==> config.mk <==
export PLATFORM = sky130hd
export DESIGN_NAME = stream_find_replace
export DESIGN_NICKNAME = d
export VERILOG_FILES = /design/src/rtl/sfr_pkg.sv /design/src/rtl/stream_find_replace.sv /design/src/rtl/sfr_window.sv /design/src/rtl/sfr_burst.sv
export SDC_FILE = /design/constraint.sdc
export NUM_CORES = 1
export LEC_CHECK = 0
export ABC_CLOCK_PERIOD_IN_PS = 7200
export BUFFER_PORTS_ARGS = -buffer_cell sky130_fd_sc_hd__buf_2
export CAP_MARGIN = 20
export CELL_PAD_IN_SITES_DETAIL_PLACEMENT = 2
export CELL_PAD_IN_SITES_GLOBAL_PLACEMENT = 2
export CORE_MARGIN = 2
export CORE_UTILIZATION = 38
export DETAILED_ROUTE_END_ITERATION = 7
export GPL_TIMING_DRIVEN = 0
export PLACE_DENSITY = 0.81
export SKIP_CTS_REPAIR_TIMING = 1
export SYNTH_ARGS = -nofsm -noshare
export SYNTH_HDL_FRONTEND = slang
export SYNTH_SLANG_ARGS = --single-unit
==> constraint.sdc <==
create_clock -name aclk -period 7.2 [get_ports aclk]
set_clock_uncertainty 0.1 [all_clocks]
set_input_delay 1.44 -clock aclk [delete_from_list [all_inputs] [get_ports aclk]]
set_output_delay 1.44 -clock aclk [all_outputs]
set_load 0.05 [all_outputs]
==> src/rtl/sfr_pkg.sv <==
// Shared constants, register codes and types for the stream find-and-replace block.
package sfr_pkg;

    localparam int PAT_MAX   = 8;                // longest pattern held in the window
    localparam int REP_MAX   = 8;                // longest replacement
    localparam int BURST_MAX = REP_MAX + 1;      // most beats one input byte can cause
    localparam int LEN_W     = 4;
    localparam int IDX_W     = $clog2(BURST_MAX);
    localparam int WFILL_W   = $clog2(PAT_MAX + 1);

    // register indexes (paddr[4:3])
    localparam logic [1:0] REG_PAT_LEN   = 2'd0;
    localparam logic [1:0] REG_PAT_BYTES = 2'd1;
    localparam logic [1:0] REG_REP_LEN   = 2'd2;
    localparam logic [1:0] REG_REP_BYTES = 2'd3;

    typedef logic [7:0] byte_t;

    // effective configuration seen by the window logic
    typedef struct packed {
        logic [LEN_W-1:0] plen;   // clamped to PAT_MAX
        logic [63:0]      pat;
        logic [LEN_W-1:0] rlen;   // clamped to REP_MAX
        logic [63:0]      rep;
    } cfg_t;

    // beats caused by one input byte
    typedef struct packed {
        byte_t [BURST_MAX-1:0] seq;
        logic  [LEN_W-1:0]     cnt;
        logic                  last;
    } burst_t;

    function automatic logic [LEN_W-1:0] clamp_len(input logic [LEN_W-1:0] v,
                                                   input logic [LEN_W-1:0] max_v);
        clamp_len = (v > max_v) ? max_v : v;
    endfunction

endpackage

==> src/rtl/stream_find_replace.sv <==
// Top level: find-and-replace-all on a byte stream, with register port.
//
//  channel | dir | handshake           | payload
//  --------+-----+---------------------+----------------------------------------
//  s_      | in  | s_tvalid / s_tready | tdata=in_byte, tlast=in_last
//  m_      | out | m_tvalid / m_tready | tdata=out_byte, tuser=byte_valid,
//          |     |                     | tlast=out_last
//  cfg     | in  | psel/penable/pready | 4 regs at byte 8*i, 64-bit data
//
//  One input beat is taken per cycle while s_tready is high, costing 0 to 9
//  output beats (0 if a byte not ending its string only fills the window or
//  completes a match with an empty replacement). The window compare and burst
//  build sit between the window registers and the burst register, which drains
//  one beat a cycle while m_tready is high; a new byte enters on its final beat.
//  Back-pressure on m_ stalls s_ through s_tready; nothing is dropped.
//  Reset (aresetn low, synchronous) clears registers, window fill and burst.
module stream_find_replace (
    input  logic        aclk,
    input  logic        aresetn,
    // input stream
    input  logic        s_tvalid,
    output logic        s_tready,
    input  logic [7:0]  s_tdata,    // [7:0] in_byte
    input  logic        s_tlast,
    // result stream
    output logic        m_tvalid,
    input  logic        m_tready,
    output logic [7:0]  m_tdata,    // [7:0] out_byte
    output logic        m_tuser,    // [0] byte_valid
    output logic        m_tlast,
    // register port
    input  logic        psel,
    input  logic        penable,
    input  logic        pwrite,
    input  logic [4:0]  paddr,
    input  logic [63:0] pwdata,
    output logic [63:0] prdata,
    output logic        pready
);

    logic [sfr_pkg::LEN_W-1:0] pat_len_reg;
    logic [63:0]               pat_bytes_reg;
    logic [sfr_pkg::LEN_W-1:0] rep_len_reg;
    logic [63:0]               rep_bytes_reg;

    logic            wr_en;
    logic [1:0]      wr_idx;
    logic            clear_win;
    logic            accept;
    logic            burst_free;
    sfr_pkg::cfg_t   cfg;
    sfr_pkg::burst_t burst;

    assign pready = 1'b1;
    assign wr_en  = psel && penable && pwrite && pready;
    assign wr_idx = paddr[4:3];   // low address bits ignored
    assign clear_win = wr_en && (wr_idx == sfr_pkg::REG_PAT_LEN);

    always_ff @(posedge aclk) begin
        if (!aresetn) begin
            pat_len_reg   <= '0;
            pat_bytes_reg <= '0;
            rep_len_reg   <= '0;
            rep_bytes_reg <= '0;
        end else if (wr_en) begin
            case (wr_idx)
                sfr_pkg::REG_PAT_LEN:   pat_len_reg   <= pwdata[sfr_pkg::LEN_W-1:0];
                sfr_pkg::REG_PAT_BYTES: pat_bytes_reg <= pwdata;
                sfr_pkg::REG_REP_LEN:   rep_len_reg   <= pwdata[sfr_pkg::LEN_W-1:0];
                sfr_pkg::REG_REP_BYTES: rep_bytes_reg <= pwdata;
                default: ;
            endcase
        end
    end

    always_comb begin
        case (wr_idx)
            sfr_pkg::REG_PAT_LEN:   prdata = {60'd0, pat_len_reg};
            sfr_pkg::REG_PAT_BYTES: prdata = pat_bytes_reg;
            sfr_pkg::REG_REP_LEN:   prdata = {60'd0, rep_len_reg};
            sfr_pkg::REG_REP_BYTES: prdata = rep_bytes_reg;
            default:                prdata = '0;
        endcase
    end

    // lengths above the window / replacement capacity are clamped
    assign cfg.plen = sfr_pkg::clamp_len(pat_len_reg, sfr_pkg::LEN_W'(sfr_pkg::PAT_MAX));
    assign cfg.pat  = pat_bytes_reg;
    assign cfg.rlen = sfr_pkg::clamp_len(rep_len_reg, sfr_pkg::LEN_W'(sfr_pkg::REP_MAX));
    assign cfg.rep  = rep_bytes_reg;

    // a new byte goes in when the burst register is empty or its final beat is taken
    assign s_tready = burst_free;
    assign accept   = s_tvalid && s_tready;

    sfr_window u_window (
        .aclk    (aclk),
        .aresetn (aresetn),
        .cfg     (cfg),
        .clear   (clear_win),
        .accept  (accept),
        .in_byte (s_tdata),
        .in_last (s_tlast),
        .burst   (burst)
    );

    sfr_burst u_burst (
        .aclk     (aclk),
        .aresetn  (aresetn),
        .load     (accept),
        .burst    (burst),
        .free     (burst_free),
        .m_tvalid (m_tvalid),
        .m_tready (m_tready),
        .m_tdata  (m_tdata),
        .m_tuser  (m_tuser),
        .m_tlast  (m_tlast)
    );

endmodule

==> src/rtl/sfr_window.sv <==
// Match window: holds pending bytes, compares against the pattern, builds the output burst.
module sfr_window (
    input  logic           aclk,
    input  logic           aresetn,
    input  sfr_pkg::cfg_t  cfg,
    input  logic           clear,      // pattern length rewritten
    input  logic           accept,     // input beat taken this cycle
    input  sfr_pkg::byte_t in_byte,
    input  logic           in_last,
    output sfr_pkg::burst_t burst
);

    sfr_pkg::byte_t [sfr_pkg::PAT_MAX-1:0] win_reg, win_next;
    logic [sfr_pkg::WFILL_W-1:0]          fill_reg, fill_next;

    sfr_pkg::byte_t [sfr_pkg::PAT_MAX-1:0] full_win;
    logic [sfr_pkg::WFILL_W-1:0]          fill_c;
    logic [sfr_pkg::WFILL_W-1:0]          fill_inc;
    logic [sfr_pkg::WFILL_W-1:0]          plen_w;
    logic                                 full, hit;

    always_comb begin
        plen_w = sfr_pkg::WFILL_W'(cfg.plen);
        fill_c = (fill_reg >= plen_w) ? plen_w - 1'b1 : fill_reg;
        fill_inc = fill_c + 1'b1;
        full = (fill_inc == plen_w);

        for (int i = 0; i < sfr_pkg::PAT_MAX; i++) begin
            full_win[i] = (sfr_pkg::WFILL_W'(i) == fill_c) ? in_byte : win_reg[i];
        end

        hit = 1'b1;
        for (int i = 0; i < sfr_pkg::PAT_MAX; i++) begin
            if ((sfr_pkg::WFILL_W'(i) < plen_w) && (full_win[i] != cfg.pat[8*i +: 8])) begin
                hit = 1'b0;
            end
        end

        // burst contents
        burst.last = in_last;
        burst.seq  = '0;
        burst.cnt  = '0;
        if (cfg.plen == '0) begin
            burst.seq[0] = in_byte;
            for (int i = 1; i < sfr_pkg::BURST_MAX; i++) begin
                burst.seq[i] = cfg.rep[8*(i-1) +: 8];
            end
            burst.cnt = cfg.rlen + 1'b1;
        end else if (full && hit) begin
            for (int i = 0; i < sfr_pkg::REP_MAX; i++) begin
                burst.seq[i] = cfg.rep[8*i +: 8];
            end
            burst.cnt = cfg.rlen;
        end else begin
            for (int i = 0; i < sfr_pkg::PAT_MAX; i++) begin
                burst.seq[i] = full_win[i];
            end
            if (full) begin
                burst.cnt = in_last ? cfg.plen : sfr_pkg::LEN_W'(1);
            end else begin
                burst.cnt = in_last ? sfr_pkg::LEN_W'(fill_inc) : '0;
            end
        end

        // window update
        win_next  = win_reg;
        fill_next = fill_reg;
        if (cfg.plen != '0) begin
            if (full && !hit) begin
                for (int i = 0; i < sfr_pkg::PAT_MAX - 1; i++) begin
                    win_next[i] = full_win[i+1];
                end
                win_next[sfr_pkg::PAT_MAX-1] = full_win[sfr_pkg::PAT_MAX-1];
                fill_next = plen_w - 1'b1;
            end else begin
                win_next  = full_win;
                fill_next = full ? '0 : fill_inc;
            end
            if (in_last) begin
                fill_next = '0;
            end
        end
    end

    always_ff @(posedge aclk) begin
        if (!aresetn) begin
            fill_reg <= '0;
        end else if (clear) begin
            fill_reg <= '0;
        end else if (accept) begin
            fill_reg <= fill_next;
        end
    end

    always_ff @(posedge aclk) begin
        if (accept) begin
            win_reg <= win_next;
        end
    end

    property p_fill_below_pat;
        @(posedge aclk) disable iff (!aresetn)
        fill_reg < sfr_pkg::WFILL_W'(sfr_pkg::PAT_MAX);
    endproperty
    a_fill_below_pat: assert property (p_fill_below_pat)
        else $error("window fill reached pattern capacity");

endmodule

==> src/rtl/sfr_burst.sv <==
// Output sequencer: holds one burst, plays one beat per m_tready cycle.
module sfr_burst (
    input  logic            aclk,
    input  logic            aresetn,
    input  logic            load,
    input  sfr_pkg::burst_t burst,
    output logic            free,      // can take a new burst this cycle
    output logic            m_tvalid,
    input  logic            m_tready,
    output logic [7:0]      m_tdata,
    output logic            m_tuser,
    output logic            m_tlast
);

    sfr_pkg::byte_t [sfr_pkg::BURST_MAX-1:0] seq_reg;
    logic [sfr_pkg::LEN_W-1:0]              cnt_reg;
    logic [sfr_pkg::IDX_W-1:0]              idx_reg;
    logic                                   last_reg;
    logic                                   active_reg;
    logic                                   final_beat;

    assign final_beat = (cnt_reg == '0) ||
                        (sfr_pkg::LEN_W'(idx_reg) == cnt_reg - 1'b1);
    assign free       = !active_reg || (m_tready && final_beat);

    assign m_tvalid = active_reg;
    assign m_tuser  = (cnt_reg != '0);
    assign m_tdata  = (cnt_reg != '0) ? seq_reg[idx_reg] : 8'h00;
    assign m_tlast  = last_reg && final_beat;

    always_ff @(posedge aclk) begin
        if (!aresetn) begin
            active_reg <= 1'b0;
            idx_reg    <= '0;
            cnt_reg    <= '0;
            last_reg   <= 1'b0;
        end else if (load) begin
            active_reg <= (burst.cnt != '0) || burst.last;
            idx_reg    <= '0;
            cnt_reg    <= burst.cnt;
            last_reg   <= burst.last;
        end else if (active_reg && m_tready) begin
            if (final_beat) begin
                active_reg <= 1'b0;
            end else begin
                idx_reg <= idx_reg + 1'b1;
            end
        end
    end

    always_ff @(posedge aclk) begin
        if (load) begin
            seq_reg <= burst.seq;
        end
    end

    a_marker_is_last: assert property (@(posedge aclk) disable iff (!aresetn)
        (m_tvalid && !m_tuser) |-> m_tlast)
        else $error("empty marker beat without tlast");

    a_idx_in_range: assert property (@(posedge aclk) disable iff (!aresetn)
        (active_reg && cnt_reg != '0) |-> (sfr_pkg::LEN_W'(idx_reg) < cnt_reg))
        else $error("burst index past burst length");

    a_drain_then_idle: assert property (@(posedge aclk) disable iff (!aresetn)
        (m_tvalid && m_tready && final_beat && !load) |=> !m_tvalid)
        else $error("burst kept valid after its final beat");

    a_no_load_when_busy: assert property (@(posedge aclk) disable iff (!aresetn)
        load |-> free)
        else $error("burst loaded over pending beats");

endmodule

Word level (Yosys, flattened, before mapping) --
Index checks and enable logic that the tools add are counted.
Word-level totals: bits in registers 286, latch bits 0, memory bits (writable) 0, bits in read-only memories 0, input bits 85, word-level logic and storage cells 140, memories kept 0
Cells by class: $add $sub $neg 5, $mul 0, divide/modulo/power cells 0, $lt $le $gt $ge 12, eq/ne operators 20, shift operators 0, multiplexer cells 35, bitwise logic cells 2, reductions and logical operators 40
Operators with widths (count):
- one-hot mux 64 bit (4 select lines) | 1
- 2-to-1 mux 68 bit | 2
- 2-to-1 mux 8 bit | 10
- inequality test 8 bit | 8
- 2-to-1 mux 56 bit | 1
- 2-to-1 mux 4 bit | 9
- binary-select mux 8 bit (select 4 bit) | 1
- logical AND 1 bit | 17
- equality test 3 x 4 -> 1 bit (first input constant) | 4
- less-than comparator 3 x 4 -> 1 bit (first input constant) | 4
- AND reduction 2 bit | 7
- adder 4 x 1 -> 4 bit (second input constant) | 3
- logical NOT 4 bit | 3
- nonzero test 4 bit | 3
- 2-to-1 mux 1 bit | 11
- equality test 2 x 4 -> 1 bit (first input constant) | 2
- equality test 4 bit | 2
- greater-than comparator 4 bit (second input constant) | 2
- less-than comparator 1 x 4 -> 1 bit (first input constant) | 2
- less-than comparator 2 x 4 -> 1 bit (first input constant) | 2
- subtractor 4 x 1 -> 4 bit (second input constant) | 2
- less-than comparator 4 x 5 -> 1 bit (second input constant) | 1
- equality test 1 x 4 -> 1 bit (first input constant) | 1
- equality test 2 bit (second input constant) | 2
- 8 further kinds | 14

Depth between registers and ports, before layout --
Gate-level depths: netlist of the first run.
word-level depth 22, depth in mapped cells 21

Cells and area by module --
From an unflattened synthesis of the first run, not the netlist that was laid out.
Unflattened totals: cells, all modules 1976, area, all modules 18298.8 sq um
Modules (own cells, without submodules):
- sfr_window | times used 1, cells each 1127, area an instance 8826.0 sq um, sequential area each 2001.9 sq um
- stream_find_replace | times used 1, cells each 664, area an instance 6159.7 sq um, sequential area each 2722.6 sq um
- sfr_burst | times used 1, cells each 185, area an instance 3313.2 sq um, sequential area each 2362.3 sq um

Worst setup path after synthesis of the first run --
Ideal clock, no wire load.
path type register to register, start reg u_burst.cnt_reg[0] in the netlist's numbering, end reg u_window.fill_reg[0] in the netlist's numbering, setup time 0.122 ns, data arrival time 5.537 ns, data required time 6.978 ns, setup slack 1.441 ns, cell stages (with the launch flop) 15, buffers on the path 0, period minus slack after synthesis 5.759 ns, cells stage by stage dfxtp_1 -> inv_1 -> ha_1 -> nor3b_1 -> inv_1 -> o41ai_1 -> a21boi_0 -> inv_1 -> nand2_1 -> clkinv_1 -> nand2_1 -> inv_1 -> nor2_1 -> nand2_1 -> o21ai_0
On the way: word-level cells in the longest chain between the ends 7
Ends and longest elaborated chain:
- start, declared | line sfr_burst.sv:16 | logic [sfr_pkg::LEN_W-1:0] cnt_reg;
- start signal, assigned | line sfr_burst.sv:40 | cnt_reg <= burst.cnt;
- subtractor 4 x 1 -> 4 bit | line sfr_burst.sv:23 | (sfr_pkg::LEN_W'(idx_reg) == cnt_reg - 1'b1);
- equality test 4 bit | line sfr_burst.sv:23
- logical OR 1 bit * | line sfr_burst.sv:22 | assign final_beat = (cnt_reg == '0) ||
- logical AND 1 bit * | line sfr_burst.sv:24 | assign free = !active_reg || (m_tready && final_beat);
- logical OR 1 bit * | line sfr_burst.sv:24
- named net s_tready | line stream_find_replace.sv:22 | output logic s_tready,
- logical AND 1 bit * | line stream_find_replace.sv:94 | assign accept = s_tvalid && s_tready;
- named net accept | line stream_find_replace.sv:49 | logic accept;
- AND reduction 2 bit (no source line) *
- end signal, assigned | line sfr_window.sv:91 | fill_reg <= fill_next;
- end, declared | line sfr_window.sv:14 | logic [sfr_pkg::WFILL_W-1:0] fill_reg, fill_next;
The timed path passes the listed nets; every way through them passes the cells marked *. A chain may end at the register's enable or synchronous reset.

==> summary.txt, run 1 <==
Logic synthesis
  • Yosys top cell area share: between 20 and 25%
  • Sequential share of the synthesized area: 38.7%
  • Yosys warning count: 0
  • Synth Cell Area: approximately 18000 um2
  • Netlist cell types: 92
  • EDFF count, synth: approximately 140
  • Synth top area cells: edfxtp_1 (22%), dfxtp_1 (16%), mux2i_1 (10%)
  • Main synth FF type: dfxtp_1
  • Avg Cell Area, Syn: 8.89 um2
  • FFs w/ async S/R, synth: 0%
  • Flip-flop and latch count after synthesis: approximately 290
  • Syn Inst Count: approximately 2.1k
  • Syn Nets: around 2.2k
  • Largest area contributor in the netlist: edfxtp_1

Die
  • # IOs: roughly 160
  • Die width: ~220 um
  • Die area: 50000 um2
  • Core footprint: approximately 48000 um2
  • Row cnt: 80
  • Die height: about 220 um
  • Initial core utilization: 38.4%

Global route
  • First-pass GRT wire length: roughly 130 mm
  • Largest net degree at the start of global routing: between 40 and 50
  • Gr usage total: a little over a third
  • Grt ovf: 0
  • Antenna violations before repair: 3
  • Vias in the first global route: a little under 20k

Critical path
  • Critical path startpoint category: register
  • CP required: between 7 and 8 ns
  • R2R Path Start: pat_len_reg[3]
  • CP max FO: 10
  • Critical path class: reg2reg
  • FF-to-FF End: u_burst.seq_reg[18]
  • Crit end category: register
  • CP arrival: ~6.9 ns
  • R2R depth: 17
  • Worst R2R Setup Slack: about 0.47 ns

Hold path
  • Hold Crit Class: reg2reg
  • Hold endpoint: u_burst.last_reg
  • Worst hold path startpoint: u_burst.last_reg
  • Hold Path Stages: 2

Layout
  • Synth-to-layout area growth: 16.4%
  • Final nets: between 2k and 2.5k
  • Final instance area: 21300 um2
  • Max reg flops: slightly above 70
  • Non-filler cells, final: around 2.9k
  • Share of cells above drive strength 1: roughly 14%
  • Final core utilization: between 40% and 50%
  • Layout filler cell count: around 5.3k

Clock network
  • TritonCTS clock tree: built
  • Clk sinks: 286
  • Clock Path Buffers: 3
  • Root Driver: clkbuf_16
  • Reg clk slew, reported paths: ~0.060 ns
  • Max H-tree Level: 2
  • Worst skew pair latency: 0.59 ns
  • Inserted Clock Buffers: 37

Placement
  • DP HPWL: 67.0 mm
  • IO Port Bufs: approximately 150
  • RePlAce Congestion: 0.949
  • Placed inst area: roughly 20000 um2
  • Placed insts: between 2k and 3k

Route
  • Via-to-Cell Ratio: 6.22
  • # DRC: 0
  • Drt wl/cell: approximately 31 um
  • DR pass1 iterations: 5
  • Total routed wirelength: ~90 mm
  • DRT antenna net count: 0
  • Via count: about 18k
  • Iter 0 DRT Violations: between 1.5k and 2k

Pwr
  • Sw Ratio: around 31%
  • Combinational power share: between 10% and 20%
  • Switching power of the nets: between 1 and 1.5 mW
  • PD cells: between 200 and 250 nW/um2
  • Clk pwr share: between 40 and 50%
  • Maximum vdd drop: approximately 0.13 mV
  • Leakage Power: 7.61 nW
  • Cell-internal power: about 3.0 mW
  • Seq pwr share: between 40% and 50%

Status
  • Status: complete, no violations

Timing
  • Final period util: approximately 93%
  • Setup violators final: 0
  • Rel. slew slack: around an eighth
  • RSZ-0062 raised after global routing: false
  • Min Tclk post-route: slightly below 7 ns
  • Fin. Hold Viols: 0
  • Slew Limit Fails: 0
  • Tightest Pin Transition: 1.33 ns
  • F_max: 149 MHz

Run
  • Max Cap Viol: 0
[cell type report]
| class | instances | area (um2) | area share [%] |
|---|---|---|---|
| sequential | 286 | 7090 | 33.3 |
| antenna | 5 | 12.5 | 0.0587 |
| multi-input combinational | 1544 | 10300 | 48.2 |
| timing repair buffer | 166 | 1010 | 4.72 |
| buffer | 167 | 744 | 3.49 |
| tap | 615 | 769 | 3.61 |
| inverter | 63 | 240 | 1.13 |
| clock inverter | 19 | 135 | 0.634 |
| clock buffer | 48 | 1040 | 4.88 |
[metal layers]
layer  routed length [um]  GRT usage (%)  up-vias
met5                   37              0        -
li1                     -              -     7760
met2                41600           57.5      852
met1                35700           44.2     9264
met4                 5230           20.9        6
met3                 7240           7.15      241
[layout by cell type (no fill, tap or decap), types with 6 or more instances in the layout]
| master | n |
|---|---|
| mux4_2 | 20 |
| a31oi_1 | 9 |
| nand2_1 | 320 |
| mux2_2 | 13 |
| xnor2_1 | 61 |
| mux2i_1 | 192 |
| a22oi_1 | 14 |
| a211oi_1 | 6 |
| buf_2 | 165 |
| nor2b_1 | 84 |
| o211ai_1 | 15 |
| o22ai_1 | 18 |
| clkbuf_1 | 126 |
| nand4_1 | 15 |
| and3_1 | 14 |
| a31o_2 | 6 |
| dfxtp_1 | 150 |
| nor4_1 | 7 |
| nand3_1 | 27 |
| xor2_1 | 36 |
| nand2b_1 | 22 |
| buf_6 | 12 |
| clkinv_2 | 11 |
| o21ai_0 | 108 |
| o221ai_1 | 8 |
| a21oi_1 | 113 |
| clkbuf_16 | 39 |
| inv_1 | 60 |
| edfxtp_1 | 136 |
| ha_1 | 11 |
| a311oi_1 | 7 |
| nor3_1 | 12 |
| buf_1 | 13 |
| o21ai_1 | 25 |
| and2_1 | 7 |
| a21boi_0 | 131 |
| nor2_1 | 128 |
| buf_8 | 11 |
| o2bb2ai_1 | 9 |
[Yosys cell counts (all sizes together) (12+ instances only)]
| library cell | number |
|---|---|
| nand2 | 321 |
| mux2i | 192 |
| dfxtp | 150 |
| edfxtp | 136 |
| o21ai | 134 |
| a21boi | 133 |
| nor2 | 132 |
| clkbuf | 123 |
| a21oi | 113 |
| nor2b | 84 |
| xnor2 | 62 |
| inv | 61 |
| buf | 44 |
| xor2 | 36 |
| nand3 | 27 |
| nand2b | 22 |
| mux4 | 20 |
| o22ai | 18 |
| nand4 | 16 |
| o211ai | 16 |
| a22oi | 14 |
| and3 | 14 |
| mux2 | 13 |
| nor3 | 12 |
[worst max-delay path by stage]
stage | cells after the start | endpoint | slack (ns) | startpoint
floorplan | 14 | u_window.fill_reg[0] | 1.44 | u_burst.cnt_reg[0]
global placement | 10 | u_window.fill_reg[2] | -0.27 | m_tready
detailed placement | 18 | u_burst.seq_reg[16] | -0.18 | pat_len_reg[3]
CTS | 18 | u_burst.seq_reg[16] | -0.19 | pat_len_reg[3]
global route | 18 | u_burst.seq_reg[16] | 0.27 | pat_len_reg[3]
finish | 17 | u_burst.seq_reg[18] | 0.47 | pat_len_reg[3]
[metrics by stage]
| step | setup TNS [ns] | power [mW] | setup slack, ns | hold WS [ns] |
|---|---|---|---|---|
| 2_1_floorplan | 0 | 2.23 | 1.44 | 0.339 |
| 3_3_place_gp | -11.22 | 2.49 | -0.271 | 0.348 |
| 3_5_place_dp | -1.54 | 2.52 | -0.178 | 0.386 |
| 4_1_cts | -2.19 | 4.37 | -0.186 | 0.390 |
| 5_1_grt | 0 | 4.49 | 0.272 | 0.429 |
| 6_report | 0 | 4.40 | 0.468 | 0.378 |
[cell families after synthesis]
group	count (synthesis)	synth area share, %
DFF	286	38.7
adders and majority gates	11	0.751
AOI/OAI and AO/OA	529	19.2
and+or+nand+nor	680	17.4
xor gates and xnor gates	98	4.79
other	1	0.0205
buffers and inverters	230	5.33
muxes	225	13.7
[power by group through the flow]
stage	logic, mW	registers [mW]	clock network, mW
after floorplan	0.418	1.81	0
after global placement	0.653	1.83	0
after detailed placement	0.688	1.83	0
after CTS	0.700	1.80	1.87
after global routing	0.758	1.81	1.93
final	0.723	1.80	1.88
[critical path, cell delays in order (launching register included)]
cell and delay [ns]:
dfxtp_1 0.36, clkbuf_1 0.34, clkbuf_2 0.38, inv_1 0.21
nand2_1 0.21, ha_1 0.39, buf_4 0.28, xor2_1 0.56
nor2_1 0.23, a2111oi_0 0.43, o211ai_1 0.21, a2111oi_4 0.62
nand3_1 0.39, o32ai_4 0.52, nand2_2 0.30, clkbuf_1 0.31
o21ai_0 0.43, a21oi_1 0.17
Note: power is estimated with default switching activity, not from simulation.
==> inputs of run 2 (changes only) <==
ABC_CLOCK_PERIOD_IN_PS = 7860   (was 7200)
CORE_UTILIZATION = 41   (was 38)
PLACE_DENSITY = 0.87   (was 0.81)
clock period = 7.86 ns   (was 7.2 ns; I/O delays follow)
==> summary.txt, run 2 (synthesized netlist as in run 1, its figures left out) <==
Status
  • Status: complete, no violations

Critical path
  • CP required: 8.05 ns (+0.67 ns)
  • Crit end category: register
  • Critical path class: reg2reg
  • Worst R2R Setup Slack: 0.16 ns (-0.31 ns)
  • CP arrival: 7.89 ns (+0.97 ns)
  • Critical path startpoint category: register
  • FF-to-FF End: u_burst.seq_reg[52]
  • Setup crit start: pat_len_reg[3]
  • CP max FO: 10 (unchanged)
  • R2R depth: 18 (+1)
  • R2R Path Start: pat_len_reg[3]

Route
  • Iter 0 DRT Violations: 2302 (+35%)
  • # DRC: 0 (unchanged)
  • Drt wl/cell: 34.0 um (+10%)
  • Total routed wirelength: 98.1 mm (+9.3%)
  • DRT antenna net count: 0 (unchanged)
  • DR pass1 iterations: 7 (+2)
  • Via count: 19.1k (+5.5%)
  • Via-to-Cell Ratio: 6.62 (+6.5%)

Run
  • Max Cap Viol: 0 (unchanged)

Hold path
  • Hold Crit Class: reg2reg
  • Hold Path Stages: 2 (unchanged)
  • Hold endpoint: u_burst.last_reg
  • Worst hold path startpoint: u_burst.last_reg

Global route
  • Vias in the first global route: 20.6k (+6.7%)
  • Antenna violations before repair: 9 (+6)
  • Met3 usage: 10.4% (+3.2 points)
  • Gr usage total: 41.6% (+6.1 points)
  • First-pass GRT wire length: 142 mm (+8.5%)
  • Grt met1 use: 49.5% (+5.3 points)
  • Top Usage Layer GRT: met2
  • Largest net degree at the start of global routing: 67 (+63%)
  • Grt ovf: 0 (unchanged)
  • GR Util met2: 66.0% (+8.6 points)

Clock network
  • Reg clk slew, reported paths: 0.07 ns (about the same)
  • Inserted Clock Buffers: 36 (-2.7%)
  • Max H-tree Level: 2 (unchanged)
  • TritonCTS clock tree: built
  • Worst skew pair latency: 0.58 ns (about the same)
  • Root Driver: clkbuf_16
  • Clk sinks: 286 (unchanged)
  • Clock Path Buffers: 3 (unchanged)

Die
  • Die height: 215 um (-3.7%)
  • Core footprint: 44100 um2 (-7.4%)
  • Die width: 215 um (-3.7%)
  • Die area: 46400 um2 (-7.2%)
  • Initial core utilization: 41.5% (+3.1 points)
  • Row cnt: 77 (-3.8%)
  • # IOs: 162 (unchanged)

Timing
  • Setup violators final: 0 (unchanged)
  • Fin. Hold Viols: 0 (unchanged)
  • Final period util: 98.0% (+4.5 points)
  • Slew Limit Fails: 0 (unchanged)
  • Min Tclk post-route: 7.70 ns (+0.970 ns)
  • F_max: 130 MHz (-13%)
  • RSZ-0062 raised after global routing: false
  • Sum of negative setup slack: 0 ns (unchanged)
  • Rel. slew slack: 17.0% (+5.3 points)
  • Tightest Pin Transition: 1.25 ns (-0.0795 ns)

Layout
  • Synth-to-layout area growth: 16.6%
  • Non-filler cells, final: 2888 (-0.86%)
  • Most common cell after layout, fill and taps aside: nand2_1
  • Final core utilization: 48.4% (+3.7 points)
  • Commonest non-fill, non-tap cells in the layout: nand2_1 (320), mux2i_1 (192), buf_2 (164)
  • Share of cells above drive strength 1: 14.0% (-0.14 points)
  • Max reg flops: 72 (unchanged)
  • Final nets: 2362 (+0.042%)

Pwr
  • Leakage Power: 7.62 nW (+0.25%)
  • Maximum vdd drop: 0.119 mV (-11%)
  • PD cells: 194 nW/um2 (-6.0%)

Placement
  • DP HPWL: 67.2 mm (+0.34%)
  • RePlAce Congestion: 0.968 (+1.9%)
  • IO Port Bufs: 149 (unchanged)
  • Placed insts: 2813 (-0.85%)
[run 2: per-stage QoR]
step | setup slack (ns) | hold slack (ns) | instance area (um2) | total power, mW
floorplan | 2.00 | 0.339 | 18300 | 2.05
global placement | 0.407 | 0.346 | 19800 | 2.27
detailed placement | 0.610 | 0.365 | 20000 | 2.31
CTS | 0.395 | 0.373 | 21200 | 4.08
global route | 0.101 | 0.415 | 21300 | 4.20
finish | 0.158 | 0.370 | 21400 | 4.14
[run 2: routing by layer]
metal / vias to the layer above / wire [um] / part of all wire [%]
met1: 9593 / 36200 / 37
met4: 4 / 7920 / 8.1
met3: 450 / 9970 / 10
met2: 1327 / 44000 / 45
li1: 7754 / - / -
met5: - / 25 / 0.025
[run 2: worst max path at each step]
stage | to | cells past startpoint | slack [ns]
final | u_burst.seq_reg[52] | 18 | 0.16
after global routing | u_burst.seq_reg[16] | 19 | 0.10
after detailed placement | u_burst.seq_reg[18] | 18 | 0.61
after floorplan | u_window.fill_reg[2] | 9 | 2.00
after global placement | u_window.fill_reg[2] | 10 | 0.41
after CTS | u_burst.seq_reg[52] | 19 | 0.39
[run 2: area by class of cell]
class | instances | area [um2]
fill | 4778 | 22800
buffer | 167 | 746
clock inverter | 17 | 123
timing repair buffer | 168 | 1050
tap | 592 | 741
inverter | 63 | 240
antenna | 2 | 5.00
multi-input combinational | 1544 | 10300
sequential | 286 | 7090
clock buffer | 49 | 1090
[run 2: where the power goes]
part / leakage [nW] / switching, mW / internal [mW]
clock network: 0.599 / 0.780 / 1.01
registers: 2.51 / 0.0447 / 1.61
logic: 4.52 / 0.491 / 0.202
[run 2: worst max-delay path, cell delays in order, from the launching register on]
cell       delay [ns]
dfxtp_1          0.34
clkbuf_1         0.35
clkbuf_1         0.57
inv_1            0.27
nand2_1          0.25
ha_1             0.38
buf_4            0.28
xor2_1           0.68
nor2_1           0.25
a2111oi_0        0.53
o211ai_1         0.21
a2111oi_2        0.87
nand3_1          0.44
o32ai_4          0.57
nand2_2          0.35
buf_6            0.27
buf_2            0.22
o21ai_1          0.30
a21oi_1          0.15
